`src/rtl/plfs_pkg.sv`:
```
// package: shared constants, command codes, types and word formatting for the frame sender
`timescale 1ns / 1ps

package plfs_pkg;

    // default configuration
    localparam int LED_COUNT_DEF   = 64;
    localparam int CHUNK_LEDS_DEF  = 8;
    localparam int PAL_ENTRIES_DEF = 256;

    // framebuffer geometry (fixed by the led index field)
    localparam int FB_DEPTH = 64;
    localparam int FB_AW    = 6;

    // field widths
    localparam int CMD_W   = 2;
    localparam int PIX_W   = 8;
    localparam int SLOT_W  = 8;
    localparam int COLOR_W = 16;
    localparam int WORD_W  = 32;

    // command codes
    localparam logic [CMD_W-1:0] CMD_SET_PIXEL = 2'd0;
    localparam logic [CMD_W-1:0] CMD_PAL_WRITE = 2'd1;
    localparam logic [CMD_W-1:0] CMD_SEND      = 2'd2;

    localparam logic [COLOR_W-1:0] COLOR_WHITE = 16'hFFFF;
    localparam logic [7:0]         LED_HEADER  = 8'hFF;

    // framebuffer write port
    typedef struct packed {
        logic             en;
        logic [FB_AW-1:0] addr;
        logic [PIX_W-1:0] data;
    } t_fb_wr;

    // palette write port (slot already range checked)
    typedef struct packed {
        logic               en;
        logic [SLOT_W-1:0]  addr;
        logic [COLOR_W-1:0] data;
    } t_pal_wr;

    // sequencer status seen by the top level
    typedef struct packed {
        logic busy;
        logic ptr_zero;
    } t_seq_status;

    // rgb565 colour to led frame word: header, blue, green, red, fields unscaled
    function automatic logic [WORD_W-1:0] led_word(input logic [COLOR_W-1:0] c);
        return {LED_HEADER, 3'b000, c[4:0], 2'b00, c[10:5], 3'b000, c[15:11]};
    endfunction

endpackage

```
`src/rtl/plfs_pal_mem.sv`:
```
// palette memory: rgb565 colours, contents undefined until written
`timescale 1ns / 1ps

module plfs_pal_mem import plfs_pkg::*; #(
    parameter int PALETTE_ENTRIES = PAL_ENTRIES_DEF
) (
    input  logic               i_clk,
    input  t_pal_wr            i_wr,
    input  logic [SLOT_W-1:0]  i_raddr,
    output logic [COLOR_W-1:0] o_rdata
);

    localparam int PAW = $clog2(PALETTE_ENTRIES);

    logic [COLOR_W-1:0] r_mem [PALETTE_ENTRIES];
    logic [COLOR_W-1:0] r_rdata;

    always_ff @(posedge i_clk) begin
        if (i_wr.en) begin
            r_mem[i_wr.addr[PAW-1:0]] <= i_wr.data;
        end
        r_rdata <= r_mem[i_raddr[PAW-1:0]];
    end

    assign o_rdata = r_rdata;

endmodule

```
`config.mk`:
```
export PLATFORM = sky130hd
export DESIGN_NAME = plfs_pal_mem
export DESIGN_NICKNAME = d
export VERILOG_FILES = /design/src/rtl/plfs_pkg.sv /design/src/rtl/plfs_pal_mem.sv
export SDC_FILE = /design/constraint.sdc
export NUM_CORES = 2
export LEC_CHECK = 0
export BUFFER_PORTS_ARGS = -buffer_cell sky130_fd_sc_hd__buf_2
export CAP_MARGIN = 10
export CORE_UTILIZATION = 45
export CTS_BUF_LIST = sky130_fd_sc_hd__clkbuf_4
export DETAILED_ROUTE_END_ITERATION = 8
export SETUP_SLACK_MARGIN = 0.15
export SKIP_LAST_GASP = 1
export SLEW_MARGIN = 10
export SYNTH_ARGS = -nofsm -noshare
export SYNTH_HDL_FRONTEND = slang
export SYNTH_SLANG_ARGS = --single-unit
```
`constraint.sdc`:
```
create_clock -name i_clk -period 3.69 [get_ports i_clk]
set_input_delay 1.107 -clock i_clk [delete_from_list [all_inputs] [get_ports i_clk]]
set_output_delay 1.107 -clock i_clk [all_outputs]
set_load 0.02 [all_outputs]
```
Word-level counts from Yosys, hierarchy flattened
Memory sizes are Yosys's and may differ from the RTL's. A register that Yosys moved wholly into a read port is not among the register bits.
Index checks and enable logic that the tools add are counted.
- register bits: 0
- memory bits (writable): 4096
- input port bits: 34
- output and inout port bits: 16
- word-level logic and storage cells: 3
- memories kept: 1
- mux-type cells: 2
- memories (memory ; words ; bits a word ; rd ports ; clocked after memory_dff ; write ports ; RTL line ; RTL):
    r_mem ; 256 ; 16 ; 1 ; 1 ; 1 ; plfs_pal_mem.sv:15 ; logic [COLOR_W-1:0] r_mem [PALETTE_ENTRIES];
- operators by type and width (operator ; count):
    1-bit 2-to-1 mux ; 2

Logic depth before layout (Yosys ltp)
- depth after elaboration: 2
- depth in mapped cells: 12
- depth with buffers taken out: 6

Worst setup path after synthesis
No wires, ideal clock.
- path kind: in2reg
- start: in i_wr[19] in the netlist's numbering
- end: mem r_mem[235][0] (enable)
- setup time: 0.388 ns
- arrival time: 2.884 ns
- required time: 3.302 ns
- path slack: 0.418 ns
- stages: 6
- buffers on the path: 3
- path through: clkbuf_1 -> nor2b_1 -> clkbuf_1 -> nand4_1 -> clkbuf_1 -> nor2_1
- RTL lines (element ; RTL line ; RTL):
    from (decl) ; plfs_pal_mem.sv:8 ; input t_pal_wr i_wr,
    to (decl) ; plfs_pal_mem.sv:15 ;
No word-level cell before the write port.

Worst setup path after layout
- start: reg r_rdata[15] (netlist: o_rdata[15]), read port of r_mem
- end: out o_rdata[15]
- RTL lines (element ; RTL line ; RTL):
    from (decl) ; plfs_pal_mem.sv:16 ; logic [COLOR_W-1:0] r_rdata;
    to (decl) ; plfs_pal_mem.sv:10 ; output logic [COLOR_W-1:0] o_rdata
No word-level cell between the ends.

==> impl_table.tex <==
\begin{tabular}{lr}
\hline
Metric & Value \\
\hline
\multicolumn{2}{l}{\textbf{Outcome}} \\
\quad Result of the run & finished, final reports clean \\
\multicolumn{2}{l}{\textbf{Timing}} \\
\quad \# setup viols final & 0 \\
\quad Final critical path time including I/O delays and setup & 3.42 ns \\
\quad Worst hold margin & 0.230 ns \\
\quad Fmax & 0.293 GHz \\
\quad Final Skew & 0.156 ns \\
\quad Final sum of negative setup slack & 0 ns \\
\quad Period Utilization, post-route & 0.926 \\
\quad Post-route setup slack & 0.273 ns \\
\quad Headroom to the max-slew limit & 0.240 \\
\quad Tightest Pin Transition & 1.13 ns \\
\quad Final Hold Vio Count & 0 \\
\quad Setup repair after global routing missed its margin & no \\
\quad Number of max-slew violations in the final report & 0 \\
\multicolumn{2}{l}{\textbf{GRT}} \\
\quad Total global routing overflow & 0 \\
\quad First-pass GRT wire length & 623000 um \\
\quad Largest net degree at the start of global routing & 113 \\
\quad Number of global-route vias before repair & 87300 \\
\quad Overall fraction of global-route tracks in use & 0.249 \\
\quad Antenna violations before repair & 29 \\
\multicolumn{2}{l}{\textbf{Clocking}} \\
\quad Clock edge transition at the registers on the reported setup and hold paths & 0.06 ns \\
\quad Master cell of the clock root buffer & sky130\_fd\_sc\_hd\_\_clkbuf\_4 \\
\quad Latest clock arrival within the worst-skew pair & 1.68 ns \\
\quad CTS tree & done \\
\quad Number of buffers added by the clock tree synthesis step & 1111 \\
\quad CTS sink cnt & 4112 \\
\quad Deepest clock path buffer count & 5 \\
\quad Depth of the CTS H-tree & 7 \\
\quad Number of setup buffers added after CTS & 0 \\
\multicolumn{2}{l}{\textbf{Worst setup path}} \\
\quad Worst Path Max Fanout & 1 \\
\quad Highest-delay cell along the critical path & sky130\_fd\_sc\_hd\_\_dfxtp\_4 \\
\quad Worst EP arrival & 2.31 ns \\
\quad Worst path bufs/invs & 1 \\
\quad Kind of end point of the critical path & primary output \\
\quad Highest cell delay on the worst timing path & 0.44 ns \\
\quad CP required & 2.58 ns \\
\quad Dominant delay contributor by cell family on the critical path & flip-flops \\
\quad Chain of cells forming the critical path & buf\_2 \\
\quad Category of the worst setup path launch point & register \\
\quad Worst setup path class & register to primary output \\
\multicolumn{2}{l}{\textbf{Yosys}} \\
\quad Combinational family with the most area after synthesis & multiplexers \\
\quad Multiplexer fraction of the synthesized cell area & 0.155 \\
\quad FFs w/ async S/R, synth & 0 \\
\quad Most frequently used flop master after synthesis & sky130\_fd\_sc\_hd\_\_edfxtp\_1 \\
\quad Syn\_nets & 7394 \\
\quad Synthesized-area fraction occupied by adder cells & 0 \\
\quad Synth Register Bits & 4112 \\
\quad Count of warnings emitted by yosys & 0 \\
\quad Fraction of the mapped netlist area in compound gates & 0.0354 \\
\quad Post-synthesis instance total & 7360 \\
\quad Area fraction in and, or, nand and nor cells after synthesis & 0.0157 \\
\quad Mean Syn Cell Area & 21.6 sq um \\
\quad Number of distinct library cells after synthesis & 52 \\
\quad Number of enable flip-flop cells after synthesis & 4096 \\
\quad Cell area after technology mapping & 159000 sq um \\
\quad Sequential area share after synthesis & 0.777 \\
\quad Xor-xnor portion of the synthesized cell area & 0 \\
\multicolumn{2}{l}{\textbf{Cells and area}} \\
\quad Non-filler instance count after layout & 14400 \\
\quad Fraction of the core area covered by cells at the end of the flow & 0.529 \\
\quad Most frequent cells in the layout & sky130\_fd\_sc\_hd\_\_edfxtp\_1, sky130\_fd\_sc\_hd\_\_clkbuf\_4, sky130\_fd\_sc\_hd\_\_buf\_4, sky130\_fd\_sc\_hd\_\_mux4\_2, sky130\_fd\_sc\_hd\_\_mux2i\_1 \\
\quad Most common library cell in the layout ignoring fill and taps & sky130\_fd\_sc\_hd\_\_edfxtp\_1 \\
\quad Share of post-route cells with drive strength above 1 & 0.376 \\
\quad Area Growth Syn to Fin & 16.7\% \\
\quad Final net count & 9133 \\
\multicolumn{2}{l}{\textbf{Drt}} \\
\quad Wirelength per Cell & 30.6 um \\
\quad Antenna-violating nets left & 0 \\
\quad Drt via density & 5.90 \\
\quad Routed vias & 85000 \\
\quad Detailed-route wire length on metal 1 & 175000 um \\
\quad Highest metal layer with signal wires & met5 \\
\quad Wirelength, routed & 441000 um \\
\quad Routed length on met3 & 38100 um \\
\quad Initial DRT Pass Iterations & 5 \\
\quad DR iter-0 viols & 9765 \\
\quad Drc violations & 0 \\
\quad Routed met2 length & 214000 um \\
\multicolumn{2}{l}{\textbf{Pwr}} \\
\quad Fraction of power consumed by sequential logic & 0.544 \\
\quad Areal power density over the cells & 512 nW/um\^{}2 \\
\quad Clock power share & 0.398 \\
\quad Leakage component of the power & 61.4 nW \\
\quad Maximum VDD drop & 0.000328 V \\
\quad Switching part of the total power & 0.225 \\
\quad Power spent charging and discharging nets & 21.3 mW \\
\quad Part of the total power dissipated in combinational logic & 0.058 \\
\quad Internal power & 73.6 mW \\
\multicolumn{2}{l}{\textbf{Placement}} \\
\quad Port buffer count & 49 \\
\quad Number of instances in the placed design & 12600 \\
\quad Setup Slack @ Placement & -1.06 ns \\
\quad DPL Wire Length & 274000 um \\
\quad Last weighted congestion value of the routability-driven placer & 0.886 \\
\multicolumn{2}{l}{\textbf{Floorplanning}} \\
\quad Initial Util & 0.453 \\
\quad Width of the die & 596 um \\
\quad Floorplan die area & 355000 sq um \\
\quad Number of top-level pins & 50 \\
\quad Chip Height & 596 um \\
\quad Core outline area & 350000 sq um \\
\quad Cell Rows & 217 \\
\multicolumn{2}{l}{\textbf{Worst hold path}} \\
\quad Path type of the worst min-delay path & input pin to register \\
\multicolumn{2}{l}{\textbf{Flow run}} \\
\quad Max cap viols & 0 \\
\hline
\end{tabular}
==> per-layer routing <==
layer  track usage  vias up
met4         0.102        6
met5             0        -
met2         0.392     4258
li1              -    35500
met3        0.0654      627
met1         0.332    44600
==> cell families (layout without fill, tap and decap cells) <==
kind of cell    Yosys count  count (layout)
compound gates          786             786
buf+inv                 456            2858
flops                  4112            4112
mux                    1450            1450
other cells               0              37
simple gates            556             556
==> cell type report <==
| cell class | count | area (sq um) |
|---|---|---|
| antenna | 37 | 92.6 |
| clock buffer | 1542 | 11600 |
| clock inverter | 234 | 1240 |
| fill | 27600 | 165000 |
| inverter | 4 | 27.5 |
| multi-input combinational | 2792 | 33000 |
| sequential | 4112 | 123000 |
| tap | 4599 | 5750 |
| timing repair buffer | 1078 | 10200 |
==> Yosys cell counts, types with 17 or more instances <==
master                     count  area (sq um)
sky130_fd_sc_hd__mux2_2       88           991
sky130_fd_sc_hd__a221oi_1     28           245
sky130_fd_sc_hd__clkbuf_1    230           863
sky130_fd_sc_hd__buf_1        27           101
sky130_fd_sc_hd__mux2i_1     565          5660
sky130_fd_sc_hd__nor2_1      304          1140
sky130_fd_sc_hd__o32ai_1      20           175
sky130_fd_sc_hd__a211oi_1     18           135
sky130_fd_sc_hd__a22oi_1      43           323
sky130_fd_sc_hd__a21oi_1     175           876
sky130_fd_sc_hd__nand2_1      38           143
sky130_fd_sc_hd__buf_2        76           380
sky130_fd_sc_hd__buf_4        26           195
sky130_fd_sc_hd__o21ai_0      37           185
sky130_fd_sc_hd__a22o_1       32           280
sky130_fd_sc_hd__nor4_1       17           106
sky130_fd_sc_hd__o221ai_1    252          2210
sky130_fd_sc_hd__nand3_1      35           175
sky130_fd_sc_hd__nor3_1       92           460
sky130_fd_sc_hd__edfxtp_1   4096        123000
sky130_fd_sc_hd__nand4_1      26           163
sky130_fd_sc_hd__o22ai_1     148           926
sky130_fd_sc_hd__buf_6        77           867
sky130_fd_sc_hd__mux4_2      797         17900
==> repair_timing <==
item | CTS | global route
hold buffers | 16 | 0
setup endpoints to repair | 14 | 0
hold endpoints to repair | 973 | 0
resized for setup | 26 | 0
==> power groups by stage <==
stage | clock network (mW) | registers (mW) | logic [mW]
floorplan | 0 | 52.6 | 2.54
detailed placement | 0 | 52.6 | 5.49
CTS | 38.7 | 51.6 | 5.53
global route | 41.1 | 51.5 | 5.74
finish | 37.8 | 51.6 | 5.51
global placement | 0 | 52.6 | 5.40
==> per-stage QoR <==
stage,area [sq um],total power [mW]
2_1_floorplan,159000,55.1
3_3_place_gp,172000,58.0
3_5_place_dp,172000,58.1
4_1_cts,185000,95.8
5_1_grt,185000,98.4
6_report,185000,94.9
==> registers in the layout, indices dropped and copies added (netlist names) <==
name / cells
r_mem: 4096
o_rdata: 16
==> worst paths after layout <==
check | start | end | slack, ns | cells after the start
min | i_wr[20] | r_mem[181][2]$_DFFE_PP_ | 0.23 | 3
min reg2reg | r_mem[200][7]$_DFFE_PP_ | o_rdata[7]$_DFF_P_ | 1.01 | 6
max reg2reg | r_mem[112][10]$_DFFE_PP_ | o_rdata[10]$_DFF_P_ | 0.89 | 7
max | o_rdata[15]$_DFF_P_ | o_rdata[15] | 0.27 | 1
Note: power is estimated with default switching activity, not from simulation.
