**config.mk**
```make
export PLATFORM = sky130hd
export DESIGN_NAME = plfs_fb_mem
export DESIGN_NICKNAME = d
export VERILOG_FILES = /design/src/rtl/plfs_pkg.sv /design/src/rtl/plfs_fb_mem.sv
export SDC_FILE = /design/constraint.sdc
export NUM_CORES = 1
export LEC_CHECK = 0
export ABC_CLOCK_PERIOD_IN_PS = 3220
export BUFFER_PORTS_ARGS = -buffer_cell sky130_fd_sc_hd__buf_4
export CAP_MARGIN = 20
export CORE_AREA = 2 2 257 259
export DETAILED_ROUTE_END_ITERATION = 10
export DIE_AREA = 0 0 259 261
export GPL_TIMING_DRIVEN = 0
export PLACE_DENSITY = 0.5
export SYNTH_ARGS = -nofsm -noshare
export SYNTH_HDL_FRONTEND = slang
export SYNTH_SLANG_ARGS = --single-unit
```
**constraint.sdc**
```tcl
create_clock -name i_clk -period 3.22 [get_ports i_clk]
set_clock_uncertainty 0.2 [all_clocks]
set_input_delay 0.483 -clock i_clk [delete_from_list [all_inputs] [get_ports i_clk]]
set_output_delay 0.483 -clock i_clk [all_outputs]
set_load 0.01 [all_outputs]
```
**src/rtl/plfs_pkg.sv**
```systemverilog
// package: shared constants, command codes, types and word formatting for the frame sender
`timescale 1ns / 1ps

package plfs_pkg;

    // default configuration
    localparam int LED_COUNT_DEF   = 64;
    localparam int CHUNK_LEDS_DEF  = 8;
    localparam int PAL_ENTRIES_DEF = 256;

    // framebuffer geometry (fixed by the led index field)
    localparam int FB_DEPTH = 64;
    localparam int FB_AW    = 6;

    // field widths
    localparam int CMD_W   = 2;
    localparam int PIX_W   = 8;
    localparam int SLOT_W  = 8;
    localparam int COLOR_W = 16;
    localparam int WORD_W  = 32;

    // command codes
    localparam logic [CMD_W-1:0] CMD_SET_PIXEL = 2'd0;
    localparam logic [CMD_W-1:0] CMD_PAL_WRITE = 2'd1;
    localparam logic [CMD_W-1:0] CMD_SEND      = 2'd2;

    localparam logic [COLOR_W-1:0] COLOR_WHITE = 16'hFFFF;
    localparam logic [7:0]         LED_HEADER  = 8'hFF;

    // framebuffer write port
    typedef struct packed {
        logic             en;
        logic [FB_AW-1:0] addr;
        logic [PIX_W-1:0] data;
    } t_fb_wr;

    // palette write port (slot already range checked)
    typedef struct packed {
        logic               en;
        logic [SLOT_W-1:0]  addr;
        logic [COLOR_W-1:0] data;
    } t_pal_wr;

    // sequencer status seen by the top level
    typedef struct packed {
        logic busy;
        logic ptr_zero;
    } t_seq_status;

    // rgb565 colour to led frame word: header, blue, green, red, fields unscaled
    function automatic logic [WORD_W-1:0] led_word(input logic [COLOR_W-1:0] c);
        return {LED_HEADER, 3'b000, c[4:0], 2'b00, c[10:5], 3'b000, c[15:11]};
    endfunction

endpackage

```
**src/rtl/plfs_fb_mem.sv**
```systemverilog
// framebuffer memory: 64 colour indices, per-entry valid bits so reset reads zero
`timescale 1ns / 1ps

module plfs_fb_mem import plfs_pkg::*; (
    input  logic             i_clk,
    input  logic             i_rst_n,
    input  t_fb_wr           i_wr,
    input  logic [FB_AW-1:0] i_raddr,
    output logic [PIX_W-1:0] o_rdata
);

    logic [PIX_W-1:0]    r_mem [FB_DEPTH];
    logic [FB_DEPTH-1:0] r_written;
    logic [PIX_W-1:0]    r_rdata;
    logic                r_rhit;

    always_ff @(posedge i_clk) begin
        if (!i_rst_n) begin
            r_written <= '0;
        end else if (i_wr.en) begin
            r_written[i_wr.addr] <= 1'b1;
        end
    end

    always_ff @(posedge i_clk) begin
        if (i_wr.en) begin
            r_mem[i_wr.addr] <= i_wr.data;
        end
        r_rdata <= r_mem[i_raddr];
        r_rhit  <= r_written[i_raddr];
    end

    // never written entries read as zero
    assign o_rdata = r_rhit ? r_rdata : '0;

endmodule

```
## After elaboration in Yosys (flattened, before gate mapping)

Memory sizes are Yosys's and may differ from the RTL's. A register that Yosys moved wholly into a read port is not among the register bits.
Cells that the tools add are included.

| storage, ports and cells | value |
|---|---|
| register bits after elaboration | 65 |
| RAM bits | 512 |
| input port bits | 23 |
| output and inout bits | 8 |
| word-level logic and storage cells | 15 |
| memories | 1 |

| operators by class | value |
|---|---|
| order comparisons | 3 |
| muxes and demuxes | 7 |
| bitwise operators | 1 |
| reductions and logical operators | 1 |

Memory list:

| memory | words | width | read ports | clocked after Yosys merged registers in | wr ports | line | text |
|---|---|---|---|---|---|---|---|
| r_mem | 64 | 8 | 1 | 1 | 1 | plfs_fb_mem.sv:12 | `logic [PIX_W-1:0] r_mem [FB_DEPTH];` |

Operators with widths:

| kind | count |
|---|---|
| 64-bit OR | 1 |
| 6-bit by 7-bit less-than comparator with 1-bit output (second input constant) | 2 |
| 8-bit two-way mux | 1 |
| 1-bit binary-select mux with 6-bit select | 1 |
| 1-bit demux with 6-bit select | 1 |
| 6-bit by 1-bit greater-or-equal comparator with 1-bit output (second input constant) | 1 |
| 1-bit two-way mux | 4 |
| 1-bit logical AND | 1 |

## Logic depth before layout (Yosys ltp)

Gate-level depths: netlist of run 1.

| depth | value |
|---|---|
| depth in word-level cells | 5 |
| mapped depth | 9 |
| gate-level depth less buffers | 5 |

## Worst setup path after synthesis of run 1

Ideal clock, no wire load.

| timing path | value |
|---|---|
| kind | in2reg |
| from | input port i_raddr[1] |
| to | register r_rdata[1], read port of r_mem |
| library setup time | 0.117 ns |
| data arrival time | 2.131 ns |
| data required time | 2.903 ns |
| path slack | 0.772 ns |
| stages on the path | 7 |
| path buffers | 2 |
| path through | buf_2 -> clkbuf_1 -> mux4_2 -> mux2_2 -> a221oi_1 -> a221oi_1 -> a22o_1 |

RTL lines:

| item | line | text |
|---|---|---|
| start: declaration | plfs_fb_mem.sv:8 | `input logic [FB_AW-1:0] i_raddr,` |
| end: declaration | plfs_fb_mem.sv:14 | `logic [PIX_W-1:0] r_rdata;` |

==> metrics.txt, run 1 <==
achievable clock frequency=0.323 GHz; hold path cells=2; synth top area cells=edfxtp_1 68%, mux4_2 14%, dfxtp_1 6.5%; Max IR drop VDD=0.390 mV; Compound-Gate Fraction of Synth Area=4.47%; Leak=between 8 and 9 nW; Starting Density=34.6%; antenna fix cells=0; core area=65000 sq um; clk buf depth=3; grt total ovfl=0; clock insertion delay at the later pin of the skew report=0.63 ns; Final TNS setup=0 ns; post_cts resized=0; 1st-pass router iterations=5; Area growth syn-to-layout=15.0%; Post-CTS Setup Inserts=0; reg2reg end=r_rdata[5]; worst slack at placement=-0.595 ns; Post-Synth XOR/XNOR Area=0%; commonest non-fill, non-tap cell in the layout=edfxtp_1; RSZ-0062 raised after global routing=no; Ports=31; Port Buf Inserts=24; Worst Hold Class=in -> reg; Worst Hold Launch=i_rst_n; period utilisation layout=between 90% and 100%; Critical Path Start=i_raddr[4]; Routed WL=59700 um; Worst-Margin Slew=1.11 ns; initial antenna violation count=2; Critical R2R Launch=r_mem[48][5]; share of layout cells above drive strength 1=25.7%; largest area contributor in the netlist=edfxtp_1; final core utilization=39.8%; post-DP HPWL=38100 um; CTS Buf Count=a little over 60; num rows=94; Post-Syn Area=22500 sq um; Max Fanout on Critical Path=10; routability cong.=0.783; cell area after layout=25900 sq um; max_slew headroom=25.8%; Setup crit end kind=register; most frequent cells in the layout=512 x edfxtp_1, 141 x mux4_2, 73 x dfxtp_1; post-route minimum period=~3.1 ns; path depth of the worst reg2reg path=5; CP arrival=3.44 ns; first-pass GRT wire length=85600 um; All-Layer GR Usage=18.0%; adder-cell share of the synthesized area=0%; Synth Warn #=0; DP Area=23900 sq um; endpoints failing hold=0; critical path class=in -> reg; post-synthesis mux area share=16.7%; required time of the critical path=approximately 3.6 ns; htree depth=2; area share of the largest cell type after synthesis=between 60% and 70%; status=finished, final reports clean; wire per inst=28.1 um; CTS tree=built; via count=11315; Die Ht=roughly 260 um; Hold Path Sink=r_written[2]; max-slew violation count=0; Root Buffer=clkbuf_16; full die area=67600 sq um; Mapped Nets=roughly 1100; number of global-route vias before repair=11635; Die Wd=259 um; Synth cell types=37; Nets=about 1200; worst hold margin=0.216 ns; main combinational cell family by area after synthesis=multiplexers; simple-gate share of the synthesized area=2.51%; clock sinks=585; post-route ant nets=0; hold-fix buffers at CTS=0; vias per cell=5.33; Synth Area per Inst=20.4 sq um; # setup viols final=0; Mapped Cells=1103; post-synthesis register bit count=around 590; R2R Setup Slk=0.52 ns; Power Dens Cells=614 nW/um^2; max-cap violations=0; CP Launch Type=input pin; initial DRC count=1054; drc violations=0; sequential share of the synthesized area=74.8%; final setup margin=around 0.12 ns; pin count of the biggest net entering global routing=65; clk slew on worst S/H paths=0.07 ns
## where the power goes
group / leakage (nW) / switching, mW / internal (mW)
Clock: 0.935 / 2.87 / 3.85
Sequential: 5.20 / 0.0183 / 8.30
Combinational: 2.06 / 0.543 / 0.304
Total: 8.19 / 3.43 / 12.5
## per-stage QoR
stage / std cells / total power [mW]
2_1_floorplan: 1103 / 8.93
3_3_place_gp: 1991 / 9.33
3_5_place_dp: 2001 / 9.35
4_1_cts: 2115 / 16.1
5_1_grt: 2124 / 16.4
6_report: 2124 / 15.9
## registers in the layout, indices dropped and copies added (netlist names)
signal	cells
r_mem	512
r_rdata	8
r_rhit	1
r_written	64
## cell type report
cell class                 count  area [sq um]
buffer                        66           347
clock buffer                  95          1780
clock inverter                19           116
fill                        5883         39200
multi-input combinational    452          5350
sequential                   585         16800
tap                          864          1080
timing repair buffer          43           370
## worst max-delay path: stages
cell	delay (ns)
clkbuf_1	0.45
clkbuf_1	0.69
clkbuf_1	0.63
a221oi_1	0.29
a221oi_1	0.53
a22o_1	0.33
## layer usage
layer  track usage, %  wire length [um]  up-vias
li1                 -                 -     4785
met1             25.1             26100     6073
met2             29.5             28800      362
met3             3.25              3680       91
met4             3.95              1090        4
met5                0                29        -
## synth_stat cells (all sizes together)
library cell  number
mux2              20
nor2              64
nor2b              7
a32o               1
o21ai             11
and2              10
a21oi              6
mux2i             36
o22ai              6
clkbuf            33
a221oi            17
buf               33
nor3               5
o22a               1
nand3b             2
a21o               2
edfxtp           512
a22o               5
o221ai             9
o21a              64
nor3b              3
dfxtp             73
nand2b             7
a221o              6
mux4             141
nand2             12
nand3              9
a211oi             1
o21bai             1
or3b               1
or3                1
a22oi              3
and3               1
## worst max-delay path by stage
stage | endpoint | slack (ns) | cells past startpoint
global placement | r_rdata[2] | -0.58 | 6
CTS | r_rdata[4] | 0.06 | 7
floorplan | r_rdata[1] | 0.77 | 7
finish | r_rdata[1] | 0.12 | 6
global route | r_rdata[4] | 0.004 | 7
detailed placement | r_rdata[4] | -0.60 | 7
## logic make-up after synthesis
| family | Yosys count |
|---|---|
| flops | 585 |
| buf+inv | 66 |
| simple gates | 122 |
| compound gates | 133 |
| mux | 197 |
Power figures use the tool's default switching activity.
==> run 2: changes to the inputs <==
--- a/config.mk
+++ b/config.mk
@@ -8,9 +8,9 @@
 export ABC_CLOCK_PERIOD_IN_PS = 3220
 export BUFFER_PORTS_ARGS = -buffer_cell sky130_fd_sc_hd__buf_4
 export CAP_MARGIN = 20
-export CORE_AREA = 2 2 257 259
+export CORE_AREA = 10 10 265 267
 export DETAILED_ROUTE_END_ITERATION = 10
-export DIE_AREA = 0 0 259 261
+export DIE_AREA = 0 0 275 277
 export GPL_TIMING_DRIVEN = 0
 export PLACE_DENSITY = 0.5
 export SYNTH_ARGS = -nofsm -noshare
==> constraint.sdc (replaced) <==
create_clock -name i_clk -period 3.22 [get_ports i_clk]
set_clock_uncertainty 0.2 [all_clocks]
set_input_delay 0.483 -clock i_clk [delete_from_list [all_inputs] [get_ports i_clk]]
set_output_delay 0.483 -clock i_clk [all_outputs]
set_load 0.1 [all_outputs]
==> run 2 against run 1 <==
Against the previous run:
- clock power barely moved
- final area barely moved
- first-iteration DRC count fell by 15%
- sequential power barely moved
- largest cell class unchanged
==> metrics.txt, run 2 (same netlist as run 1, synthesis figures left out) <==
Nets=1233; Post-CTS Setup Inserts=0; post-route minimum period=3.08 ns; Fillers=5896; wire per inst=between 20 and 30 um; max-slew violation count=0; Worst Hold Class=in -> reg; commonest non-fill, non-tap cell in the layout=edfxtp_1; Final TNS setup=0 ns; # setup viols final=0; final core utilization=between 30% and 40%; critical path class=in -> reg; Starting Density=34.6%; initial antenna violation count=3; status=finished, final reports clean; Die Ht=277 um; Max Fanout on Critical Path=10; CTS Buf Count=60; pin count of the biggest net entering global routing=65; 1st-pass router iterations=5; drc violations=0; required time of the critical path=3.52 ns; Setup crit end kind=register; RSZ-0062 raised after global routing=no; achievable clock frequency=0.324 GHz; final total power=around 16 mW; register with the most flip-flops=r_mem; Area growth syn-to-layout=15.0%; Leak=8.21 nW; initial DRC count=901; grt total ovfl=0; biggest regs=r_mem x512, r_written x64, r_rdata x8; Port Buf Inserts=24; Root Buffer=clkbuf_16; post-route ant nets=0; num rows=94; clock sinks=585; period utilisation layout=95.8%; routability cong.=0.815; Power Dens Cells=615 nW/um^2; Max IR drop VDD=approximately 0.4 mV; All-Layer GR Usage=between 10% and 20%; full die area=76200 sq um; Routed WL=59800 um; core area=65200 sq um; area of the multi-input gates=5350 sq um; Die Wd=roughly 280 um; endpoints failing hold=0; clk buf depth=3; clk slew on worst S/H paths=roughly 0.060 ns; max-cap violations=0; vias per cell=5.28; CP Launch Type=input pin; CP arrival=3.39 ns; post-DP HPWL=38400 um; first-pass GRT wire length=approximately 86000 um; CTS tree=built; clock insertion delay at the later pin of the skew report=~0.63 ns; hold-fix buffers at CTS=0; share of layout cells above drive strength 1=26.1%; htree depth=2; max_slew headroom=about a quarter; max FFs per register=512; Ports=31; number of global-route vias before repair=11573; via count=11231; Worst-Margin Slew=1.10 ns; FF/Latch Area=16800 sq um; post_cts resized=0; antenna fix cells=0; most frequent cells in the layout=512 x edfxtp_1, 141 x mux4_2, 73 x dfxtp_1
## run 2: cell types whose count changed in the layout (fill, tap and decap cells not counted), moves of 2 or more
cell / delta
clkbuf_8: -2
clkbuf_16: -2
clkbuf_1: -4
bufinv_16: +2
clkinv_2: +5
buf_4: +3
## run 2: through the flow
step | hold slack (ns) | area [sq um] | setup WS (ns) | cells
5_1_grt | 0.215 | 25900 | 0.0812 | 2126
4_1_cts | 0.191 | 25800 | 0.0291 | 2118
6_report | 0.213 | 25900 | 0.136 | 2126
3_3_place_gp | 0.241 | 23800 | -0.722 | 1991
2_1_floorplan | 0.235 | 22500 | 0.772 | 1103
3_5_place_dp | 0.250 | 23900 | -0.623 | 2004
## run 2: layout make-up
type	count	area share (%)
timing repair buffer	45	1.46
sequential	585	65.0
tap	864	4.18
multi-input combinational	452	20.7
clock inverter	27	0.822
clock buffer	87	6.50
buffer	66	1.34
## run 2: critical path, cell delays in order
cell	delay, ns
buf_2	0.19
clkbuf_1	0.72
mux4_2	0.43
mux2_2	0.31
a221oi_1	0.63
a221oi_1	0.28
a22o_1	0.34
## run 2: worst paths after layout
| path | startpoint | end | slack, ns | cells after the start |
|---|---|---|---|---|
| worst max-delay path | i_raddr[1] | r_rdata[1] | 0.14 | 7 |
| worst min-delay path | i_wr[0] | r_mem[46][0] | 0.21 | 1 |
| worst max register to register | r_mem[52][1] | r_rdata[1] | 0.50 | 5 |
| worst min register to register | r_written[25] | r_written[25] | 0.26 | 1 |
## run 2: per-layer routing
metal	share of wire (%)	track usage [%]	vias up
li1	-	-	4786
met1	44	21.7	6054
met2	48	25.6	301
met3	4.8	2.53	86
met4	2.2	4.08	4
met5	0.050	0	-
## run 2: where the power goes
group          internal, mW  switching, mW  leakage, nW  total (mW)
sequential             8.30         0.0191         5.20        8.32
combinational         0.304          0.603         2.07       0.907
clock                  3.86           2.84        0.940        6.70
total                  12.5           3.47         8.21        15.9
